[src/rtl/core/dual_motor_drive_safety_controller_unit_assert.svh]
// ----------------------------------------------------------------------------
// Dual motor drive safety controller assertion macros
// Concurrent assertion forms for the controller module.
// ----------------------------------------------------------------------------
`ifndef DUAL_MOTOR_DRIVE_SAFETY_CONTROLLER_UNIT_ASSERT_SVH
`define DUAL_MOTOR_DRIVE_SAFETY_CONTROLLER_UNIT_ASSERT_SVH

// Same-cycle implication, checked outside reset.
`define DMD_ASSERT_IMP(label, clk, rst, ante, cons) \
   label: assert property (@(posedge clk) disable iff (rst) (ante) |-> (cons)) \
      else $error("same-cycle implication failed");

// Next-cycle implication, checked outside reset.
`define DMD_ASSERT_NXT(label, clk, rst, ante, cons) \
   label: assert property (@(posedge clk) disable iff (rst) (ante) |=> (cons)) \
      else $error("next-cycle implication failed");

`endif

[src/rtl/core/dmd_pkg.sv]
// ----------------------------------------------------------------------------
// Dual motor drive safety controller package
// Request and response types, field codes and fixed constants.
// ----------------------------------------------------------------------------
package dmd_pkg;

   typedef enum logic [1:0] {
      FUNC_MOTOR     = 2'd0,
      FUNC_TICK      = 2'd1,
      FUNC_ECHO      = 2'd2,
      FUNC_KEEPALIVE = 2'd3
   } dmd_func_type;

   typedef enum logic [1:0] {
      CAUSE_NONE      = 2'd0,
      CAUSE_HEARTBEAT = 2'd1,
      CAUSE_OBSTACLE  = 2'd2
   } dmd_cause_type;

   typedef enum logic [2:0] {
      CSR_GLOBAL_LIMIT = 3'd0,
      CSR_RIGHT_MIN    = 3'd1,
      CSR_LEFT_MIN     = 3'd2,
      CSR_RIGHT_MAX    = 3'd3,
      CSR_LEFT_MAX     = 3'd4,
      CSR_INVERT       = 3'd5,
      CSR_STOP_RANGE   = 3'd6,
      CSR_TIMEOUT      = 3'd7
   } dmd_csr_type;

   localparam logic [7:0] MOTOR_RIGHT = 8'd1;
   localparam logic [7:0] MOTOR_LEFT  = 8'd2;

   localparam logic [1:0] DIR_FORWARD  = 2'd1;
   localparam logic [1:0] DIR_BACKWARD = 2'd2;

   // floor(us * 0.01715) is exact as (us * DIST_RECIP) >> DIST_SHIFT for 15-bit us.
   localparam logic [24:0] DIST_RECIP = 25'd18414673;
   localparam int          DIST_SHIFT = 30;
   localparam logic [9:0]  DIST_MAX   = 10'd400;

   typedef struct packed {
      logic [1:0]         func;
      logic [7:0]         motor_id;
      logic [1:0]         direction;
      logic signed [15:0] speed;
      logic [14:0]        echo_us;
   } dmd_req_type;

   typedef struct packed {
      logic [7:0] right_duty;
      logic       right_reverse;
      logic [7:0] left_duty;
      logic       left_reverse;
      logic       right_running;
      logic       left_running;
      logic [8:0] distance_cm;
      logic [1:0] stop_cause;
   } dmd_rsp_type;

   typedef struct packed {
      logic       active;
      logic       reverse;
      logic [7:0] duty;
   } dmd_motor_type;

endpackage

[src/rtl/core/dmd_motor_calc.sv]
// ----------------------------------------------------------------------------
// Motor command evaluation
// Clamps a requested speed, applies the minimum duty and sets the direction pin.
// ----------------------------------------------------------------------------
module dmd_motor_calc
   import dmd_pkg::*;
(
   input  logic signed [15:0] speed,
   input  logic [1:0]         direction,
   input  logic [7:0]         global_limit,
   input  logic [7:0]         min_duty,
   input  logic [7:0]         max_duty,
   input  logic               invert,
   output dmd_motor_type      motor
);

   logic [14:0] spd_pos;
   logic [7:0]  spd_global;
   logic [7:0]  spd_clamped;
   logic        moving;

   always_comb begin
      spd_pos     = speed[15] ? 15'd0 : speed[14:0];
      spd_global  = (spd_pos > {7'd0, global_limit}) ? global_limit : spd_pos[7:0];
      spd_clamped = (spd_global > max_duty) ? max_duty : spd_global;
      moving      = (direction == DIR_FORWARD) || (direction == DIR_BACKWARD);
      motor.active = moving;
      if (moving) begin
         motor.duty    = ((spd_clamped != 8'd0) && (spd_clamped < min_duty)) ?
                         min_duty : spd_clamped;
         motor.reverse = (direction == DIR_BACKWARD) ^ invert;
      end else begin
         motor.duty    = 8'd0;
         motor.reverse = 1'b0;
      end
   end

endmodule

[src/rtl/core/dmd_range.sv]
// ----------------------------------------------------------------------------
// Echo range conversion
// Converts an echo pulse width in microseconds to a distance in centimeters.
// ----------------------------------------------------------------------------
module dmd_range
   import dmd_pkg::*;
(
   input  logic [14:0] echo_us,
   output logic [8:0]  distance_cm
);

   logic [39:0] product;
   logic [9:0]  quotient;

   assign product     = {25'd0, echo_us} * {15'd0, DIST_RECIP};
   assign quotient    = product[DIST_SHIFT +: 10];
   assign distance_cm = (quotient > DIST_MAX) ? 9'd0 : quotient[8:0];

endmodule

[src/rtl/core/dual_motor_drive_safety_controller_unit.sv]
// A request is held in the stage-one register, then written to the response register when the output is free.
// One request per cycle while rsp_stall does not hold the output; the motor, tick and echo work is one registered pass.
// The range conversion is a single constant multiply between the two registers.
// Reset is synchronous and active high; it restores the register defaults,
// stops both motors and clears the command age and the last distance.
// ----------------------------------------------------------------------------
// Dual motor drive safety controller
// Drives two motors from command requests with heartbeat and obstacle stops.
// ----------------------------------------------------------------------------
module dual_motor_drive_safety_controller_unit
   import dmd_pkg::*;
(
   input  logic        clock,
   input  logic        reset,
   input  logic        req_valid,
   output logic        req_stall,
   input  dmd_req_type req_data,
   output logic        rsp_valid,
   input  logic        rsp_stall,
   output dmd_rsp_type rsp_data,
   input  logic        csr_valid,
   output logic        csr_ready,
   input  logic [2:0]  csr_index,
   input  logic [15:0] csr_data
);

`include "dual_motor_drive_safety_controller_unit_assert.svh"

   logic [7:0]  global_limit_ff, right_min_ff, left_min_ff, right_max_ff, left_max_ff;
   logic [1:0]  invert_ff;
   logic [8:0]  stop_range_ff;
   logic [15:0] timeout_ff;

   logic          s1_valid_ff;
   dmd_req_type   s1_data_ff;
   logic          rsp_valid_ff;
   dmd_rsp_type   rsp_data_ff;
   dmd_rsp_type   rsp_data_in;

   dmd_motor_type right_ff, left_ff, right_in, left_in, cmd_motor;
   logic [15:0]   ms_ff, ms_in, ms_inc;
   logic [8:0]    dist_ff, dist_in, echo_dist;
   dmd_cause_type cause;

   logic out_free, process, sel_right, any_active;

   assign out_free  = !rsp_valid_ff || !rsp_stall;
   assign process   = s1_valid_ff && out_free;
   assign req_stall = s1_valid_ff && !out_free;
   assign rsp_valid = rsp_valid_ff;
   assign rsp_data  = rsp_data_ff;
   assign csr_ready = 1'b1;

   assign sel_right = (s1_data_ff.motor_id == MOTOR_RIGHT);

   dmd_motor_calc u_motor (
      .speed        (s1_data_ff.speed),
      .direction    (s1_data_ff.direction),
      .global_limit (global_limit_ff),
      .min_duty     (sel_right ? right_min_ff : left_min_ff),
      .max_duty     (sel_right ? right_max_ff : left_max_ff),
      .invert       (sel_right ? invert_ff[0] : invert_ff[1]),
      .motor        (cmd_motor)
   );

   dmd_range u_range (
      .echo_us     (s1_data_ff.echo_us),
      .distance_cm (echo_dist)
   );

   always_comb begin
      right_in   = right_ff;
      left_in    = left_ff;
      ms_in      = ms_ff;
      dist_in    = dist_ff;
      cause      = CAUSE_NONE;
      any_active = right_ff.active || left_ff.active;
      ms_inc     = (ms_ff == 16'hFFFF) ? ms_ff : ms_ff + 16'd1;
      case (dmd_func_type'(s1_data_ff.func))
         FUNC_MOTOR: begin
            if (sel_right) begin
               right_in = cmd_motor;
            end
            if (s1_data_ff.motor_id == MOTOR_LEFT) begin
               left_in = cmd_motor;
            end
            ms_in = 16'd0;
         end
         FUNC_TICK: begin
            ms_in = ms_inc;
            if (any_active && (ms_inc > timeout_ff)) begin
               right_in = '0;
               left_in  = '0;
               cause    = CAUSE_HEARTBEAT;
            end
         end
         FUNC_ECHO: begin
            dist_in = echo_dist;
            if ((echo_dist != 9'd0) && (echo_dist < stop_range_ff) && any_active) begin
               right_in = '0;
               left_in  = '0;
               cause    = CAUSE_OBSTACLE;
            end
         end
         FUNC_KEEPALIVE: begin
            ms_in = 16'd0;
         end
         default: begin
            ms_in = ms_ff;
         end
      endcase
      rsp_data_in.right_duty    = right_in.duty;
      rsp_data_in.right_reverse = right_in.reverse;
      rsp_data_in.left_duty     = left_in.duty;
      rsp_data_in.left_reverse  = left_in.reverse;
      rsp_data_in.right_running = right_in.active;
      rsp_data_in.left_running  = left_in.active;
      rsp_data_in.distance_cm   = dist_in;
      rsp_data_in.stop_cause    = cause;
   end

   always_ff @(posedge clock) begin
      if (reset) begin
         global_limit_ff <= 8'd180;
         right_min_ff    <= 8'd100;
         left_min_ff     <= 8'd100;
         right_max_ff    <= 8'd180;
         left_max_ff     <= 8'd180;
         invert_ff       <= 2'd0;
         stop_range_ff   <= 9'd10;
         timeout_ff      <= 16'd200;
      end else if (csr_valid && csr_ready) begin
         case (dmd_csr_type'(csr_index))
            CSR_GLOBAL_LIMIT: global_limit_ff <= csr_data[7:0];
            CSR_RIGHT_MIN:    right_min_ff    <= csr_data[7:0];
            CSR_LEFT_MIN:     left_min_ff     <= csr_data[7:0];
            CSR_RIGHT_MAX:    right_max_ff    <= csr_data[7:0];
            CSR_LEFT_MAX:     left_max_ff     <= csr_data[7:0];
            CSR_INVERT:       invert_ff       <= csr_data[1:0];
            CSR_STOP_RANGE:   stop_range_ff   <= csr_data[8:0];
            CSR_TIMEOUT:      timeout_ff      <= csr_data;
            default:          timeout_ff      <= timeout_ff;
         endcase
      end
   end

   always_ff @(posedge clock) begin
      if (reset) begin
         s1_valid_ff  <= 1'b0;
         rsp_valid_ff <= 1'b0;
         right_ff     <= '0;
         left_ff      <= '0;
         ms_ff        <= 16'd0;
         dist_ff      <= 9'd0;
      end else begin
         if (!req_stall) begin
            s1_valid_ff <= req_valid;
         end
         if (out_free) begin
            rsp_valid_ff <= s1_valid_ff;
         end
         if (process) begin
            right_ff <= right_in;
            left_ff  <= left_in;
            ms_ff    <= ms_in;
            dist_ff  <= dist_in;
         end
      end
   end

   always_ff @(posedge clock) begin
      if (req_valid && !req_stall) begin
         s1_data_ff <= req_data;
      end
      if (process) begin
         rsp_data_ff <= rsp_data_in;
      end
   end

   `DMD_ASSERT_IMP(a_duty_running, clock, reset,
      rsp_valid_ff && (rsp_data_ff.right_duty != 8'd0), rsp_data_ff.right_running)
   `DMD_ASSERT_IMP(a_stop_idle, clock, reset,
      rsp_valid_ff && (rsp_data_ff.stop_cause != CAUSE_NONE),
      !rsp_data_ff.right_running && !rsp_data_ff.left_running &&
      (rsp_data_ff.right_duty == 8'd0) && (rsp_data_ff.left_duty == 8'd0))
   `DMD_ASSERT_IMP(a_obstacle_dist, clock, reset,
      rsp_valid_ff && (rsp_data_ff.stop_cause == CAUSE_OBSTACLE),
      rsp_data_ff.distance_cm != 9'd0)
   `DMD_ASSERT_IMP(a_idle_pin_low, clock, reset,
      !left_ff.active, !left_ff.reverse && (left_ff.duty == 8'd0))
   `DMD_ASSERT_NXT(a_drain, clock, reset,
      rsp_valid_ff && !rsp_stall && !s1_valid_ff, !rsp_valid_ff)

endmodule

[config.mk]
export PLATFORM = sky130hd
export DESIGN_NAME = dual_motor_drive_safety_controller_unit
export DESIGN_NICKNAME = d
export VERILOG_FILES = /design/src/rtl/core/dmd_pkg.sv /design/src/rtl/core/dmd_motor_calc.sv /design/src/rtl/core/dmd_range.sv /design/src/rtl/core/dual_motor_drive_safety_controller_unit.sv
export VERILOG_INCLUDE_DIRS = /design/src /design/src/rtl/core
export SDC_FILE = /design/constraint.sdc
export NUM_CORES = 1
export LEC_CHECK = 0
export ABC_AREA = 1
export BUFFER_PORTS_ARGS = -buffer_cell sky130_fd_sc_hd__buf_2
export CORE_MARGIN = 2
export CORE_UTILIZATION = 40
export DETAILED_ROUTE_END_ITERATION = 10
export HOLD_SLACK_MARGIN = 0.15
export PLACE_DENSITY = 0.53
export SYNTH_ARGS = -nofsm -noshare
export SYNTH_HDL_FRONTEND = slang
export SYNTH_SLANG_ARGS = --single-unit
[constraint.sdc]
create_clock -name clock -period 19.8 [get_ports clock]
set_clock_uncertainty 0.2 [all_clocks]
set_input_delay 0 -clock clock [delete_from_list [all_inputs] [get_ports clock]]
set_output_delay 0 -clock clock [all_outputs]
set_load 0.01 [all_outputs]
==> flow_summary.toml <==
[outcome]
outcome = "finished, final reports clean"

[floorplanning]
coreArea_um2 = 39700
pin_count = 101
design.die.area_um2 = 42000
num_rows = 73
dieHeight_um = 205
initial_utilization = 0.406
die_width_um = 205

[setup_path]
cp-end-kind = "register"
crit_required_ns = 19.82
critical_path.startpoint_type = "register"
timing.critical_path.slowest_stage_cell = "sky130_fd_sc_hd__fa_1"
critical_path.reg2reg.endpoint = "rsp_data[26]$_DFFE_PP_"
last_element_of_the_critical_path = "rsp_data[26]$_DFFE_PP_"
critical_path.max_fanout = 21
reg2reg_slack_ns = 11.40
critical_setup_path_class = "reg2reg"
regToRegStartpoint = "s1_data_ff[3]$_DFFE_PP_"
crit_start = "s1_data_ff[3]$_DFFE_PP_"
crit_arrival_ns = 8.43
slowest_delay_ns = 0.67
critPathMostFrequentCell = "sky130_fd_sc_hd__inv_1"
ff2ff_path_depth = 34

[drt]
count_of_vias_placed_by_the_detailed_router = 13900
firstDrtPassIters = 6
wirelength_um = 43000
dr.first_iter.drc_count = 828
detail_route.drc_violations = 0
final_antenna_net_count = 0
drt-wirelength-per-cell_um = 15.2
post_drt_via_cell_ratio = 4.90

[global_routing]
wire_length_of_the_first_global_routing_pass_um = 70600
vias_in_the_first_global_route = 13811
globalRouteTotalUtil = 0.216
grt_start_max_net_pins = 86
grt.overflow.total = 0
number_of_antenna_violations_at_the_first_check_in_global_routing = 1

[synthesis]
syn_inst = 2096
synth.lib_cells_used.distinct = 55
synth-simple-area-share = 0.224
syn_area_per_cell_um2 = 7.70
synth-seq-area-share = 0.279
dominant_combinational_cell_family_by_area_after_synthesis = "adder cells"
top_ff_cell_synth = "sky130_fd_sc_hd__dfxtp_1"
xor_xnor_cell_area_share_of_the_yosys_netlist = 0.00434
synthArstFlopShare = 0
synth.ff_latch_count = 188
synth_compound_gate_area_share = 0.105
syn_std_cell_area_um2 = 16100
synth_nets = 2453
post-synth-top-area-fraction = 0.156
synth_area_leaders = "sky130_fd_sc_hd__ha_1, sky130_fd_sc_hd__dfxtp_1, sky130_fd_sc_hd__edfxtp_1, sky130_fd_sc_hd__fa_1, sky130_fd_sc_hd__nand2_1"
yosysWarningCount = 0
synth.largest_area_cell = "sky130_fd_sc_hd__ha_1"
synth_edf_count = 74
synth.area.mux_share = 0.00434
synth_fa_ha_area_frac = 0.266

[timing]
post-route-period-util = 0.424
report.final.slew_viol_count = 0
final_tns_setup_ns = 0
rsz0062_at_grt = "false"
slew-limit-headroom = 0.228
timing.final.crit_period_ns = 8.40
worstMarginPinSlew_ns = 1.15
total_of_endpoints_with_negative_setup_slack_in_the_final_report = 0
final_hold_viol_count = 0
fmaxAchievable_ghz = 0.119

[pwr]
max-vdd-ir-drop_uv = 78.2
cellLeakagePower_nw = 9.48
power_per_cell_area_nw_per_um2 = 121

[finish]
post-route-util = 0.476
layout.area.seq_um2 = 4500
final_cell_mix = "sky130_fd_sc_hd__nand2_1, sky130_fd_sc_hd__inv_1, sky130_fd_sc_hd__ha_1"
num-fill-cells = 3974
drive_gt1_frac = 0.109
nNetsFinal = 2653
syn_to_final_growth_pct = 17.2
mostFrequentLayoutCell = "sky130_fd_sc_hd__nand2_1"
multi_input_comb_area_um2 = 9760

[cts]
cts-root-buf = "sky130_fd_sc_hd__clkbuf_16"
worst_setup_hold_path_clk_slew_ns = 0.07
cts-buffers-inserted = 17
tritoncts_clock_tree = "built"
clk_latency_ns = 0.47
post_cts_setup_buffer_count = 0
cts_max_level = 4
clk_path_buf_depth = 2
postCtsResizedCells = 0
cts_sinks = 188

[placement]
post-dp-hpwl_um = 32900
gpl.final_weighted_congestion = 0.876
io_buffer_count = 99

[hold_path]
hold_path.startpoint = "csr_data[15]"
hold_path.class = "in2reg"

[flow_run]
drv_cap = 0
[flip-flops by register name (all words and copies together), names as in the netlist]
name             cells
left_min_ff          8
timeout_ff          16
left_ff             10
ms_ff               16
right_max_ff         8
s1_valid_ff          1
right_min_ff         8
global_limit_ff      8
rsp_data            31
s1_data_ff          43
right_ff            10
dist_ff              9
left_max_ff          8
rsp_valid            1
stop_range_ff        9
invert_ff            2
[timing repair]
| action | 4_1_cts | 5_1_grt |
|---|---|---|
| endpoints found under the hold margin | 152 | 0 |
| hold buffers | 121 | 0 |
| setup endpoints to repair | 0 | 0 |
[area by class of cell]
type | count | share of cell area
Multi-Input combinational cell | 1427 | 0.516
Sequential cell | 188 | 0.238
Timing Repair Buffer | 226 | 0.0926
Inverter | 436 | 0.0868
Tap cell | 525 | 0.0347
Clock buffer | 20 | 0.0242
Clock inverter | 12 | 0.00715
Antenna cell | 1 | 0.000132
[synthesized netlist by cell type, types with 4 or more instances]
cell                       instances
sky130_fd_sc_hd__inv_1           427
sky130_fd_sc_hd__clkbuf_1         28
sky130_fd_sc_hd__o21bai_1          4
sky130_fd_sc_hd__mux2i_1           7
sky130_fd_sc_hd__dfxtp_1         114
sky130_fd_sc_hd__o211ai_1          8
sky130_fd_sc_hd__nand2_2          39
sky130_fd_sc_hd__nand3_1          88
sky130_fd_sc_hd__o21ai_1           4
sky130_fd_sc_hd__ha_1            201
sky130_fd_sc_hd__a21oi_2          23
sky130_fd_sc_hd__o21ai_0         113
sky130_fd_sc_hd__nand2_1         461
sky130_fd_sc_hd__clkinv_1          6
sky130_fd_sc_hd__edfxtp_1         74
sky130_fd_sc_hd__nor2_1          148
sky130_fd_sc_hd__or2_2             7
sky130_fd_sc_hd__xnor2_1           4
sky130_fd_sc_hd__fa_1             89
sky130_fd_sc_hd__buf_6             4
sky130_fd_sc_hd__xor2_1            4
sky130_fd_sc_hd__nand4_1          13
sky130_fd_sc_hd__buf_4             5
sky130_fd_sc_hd__nor3_1           16
sky130_fd_sc_hd__nand3_2          22
sky130_fd_sc_hd__a31oi_1          19
sky130_fd_sc_hd__a21oi_1         118
sky130_fd_sc_hd__nor2_2            9
[stage by stage]
| stage | setup slack [ns] | std cells | instance area [um^2] | power (mW) | hold WS (ns) |
|---|---|---|---|---|---|
| after global routing | 10.88 | 2835 | 18900 | 2.56 | 0.222 |
| after CTS | 11.45 | 2834 | 18900 | 2.31 | 0.154 |
| final | 11.40 | 2835 | 18900 | 2.28 | 0.180 |
| after global placement | 11.55 | 2681 | 17100 | 1.92 | -0.0220 |
| after floorplan | 12.71 | 2096 | 16100 | 1.55 | -0.101 |
| after detailed placement | 11.50 | 2681 | 17100 | 1.92 | -0.0210 |
[per-layer routing]
layer  wire (um)  global-route usage
met1       20100               0.282
met2       20500               0.369
met3        1330              0.0285
met4        1110              0.0701
met5           0                   0
[worst min path at each step]
| stage | endpoint | slack, ns | cells after the start |
|---|---|---|---|
| 2_1_floorplan | s1_data_ff[0]$_DFFE_PP_ | -0.10 | 0 |
| 3_3_place_gp | s1_data_ff[1]$_DFFE_PP_ | -0.02 | 1 |
| 3_5_place_dp | s1_data_ff[31]$_DFFE_PP_ | -0.02 | 1 |
| 4_1_cts | timeout_ff[12]$_SDFFE_PP0P_ | 0.15 | 4 |
| 5_1_grt | timeout_ff[12]$_SDFFE_PP0P_ | 0.22 | 4 |
| 6_report | timeout_ff[15]$_SDFFE_PP0P_ | 0.18 | 4 |
[kinds of logic after synthesis]
logic type / after synthesis
other: 1
adder cells (fa/ha/maj): 290
flip-flops: 188
AO/OA/AOI/OAI: 301
AND/OR/NAND/NOR: 820
buffers and inverters: 481
XOR/XNOR: 8
multiplexers: 7
[critical path: cells and delay by family (launching register included)]
family | cells | cell delay [ns]
buffers and inverters | 7 | 0.49
AND/OR/NAND/NOR | 14 | 2.23
AO/OA/AOI/OAI | 5 | 0.89
flip-flops | 1 | 0.57
adder cells (fa/ha/maj) | 8 | 3.74
[power by group]
group          switching (mW)  total, mW  leakage (nW)  internal (mW)
Combinational           0.971       1.49          7.54          0.516
Sequential             0.0156      0.442          1.65          0.426
Clock                   0.158      0.353         0.291          0.195
Note: power is estimated with default switching activity, not from simulation.
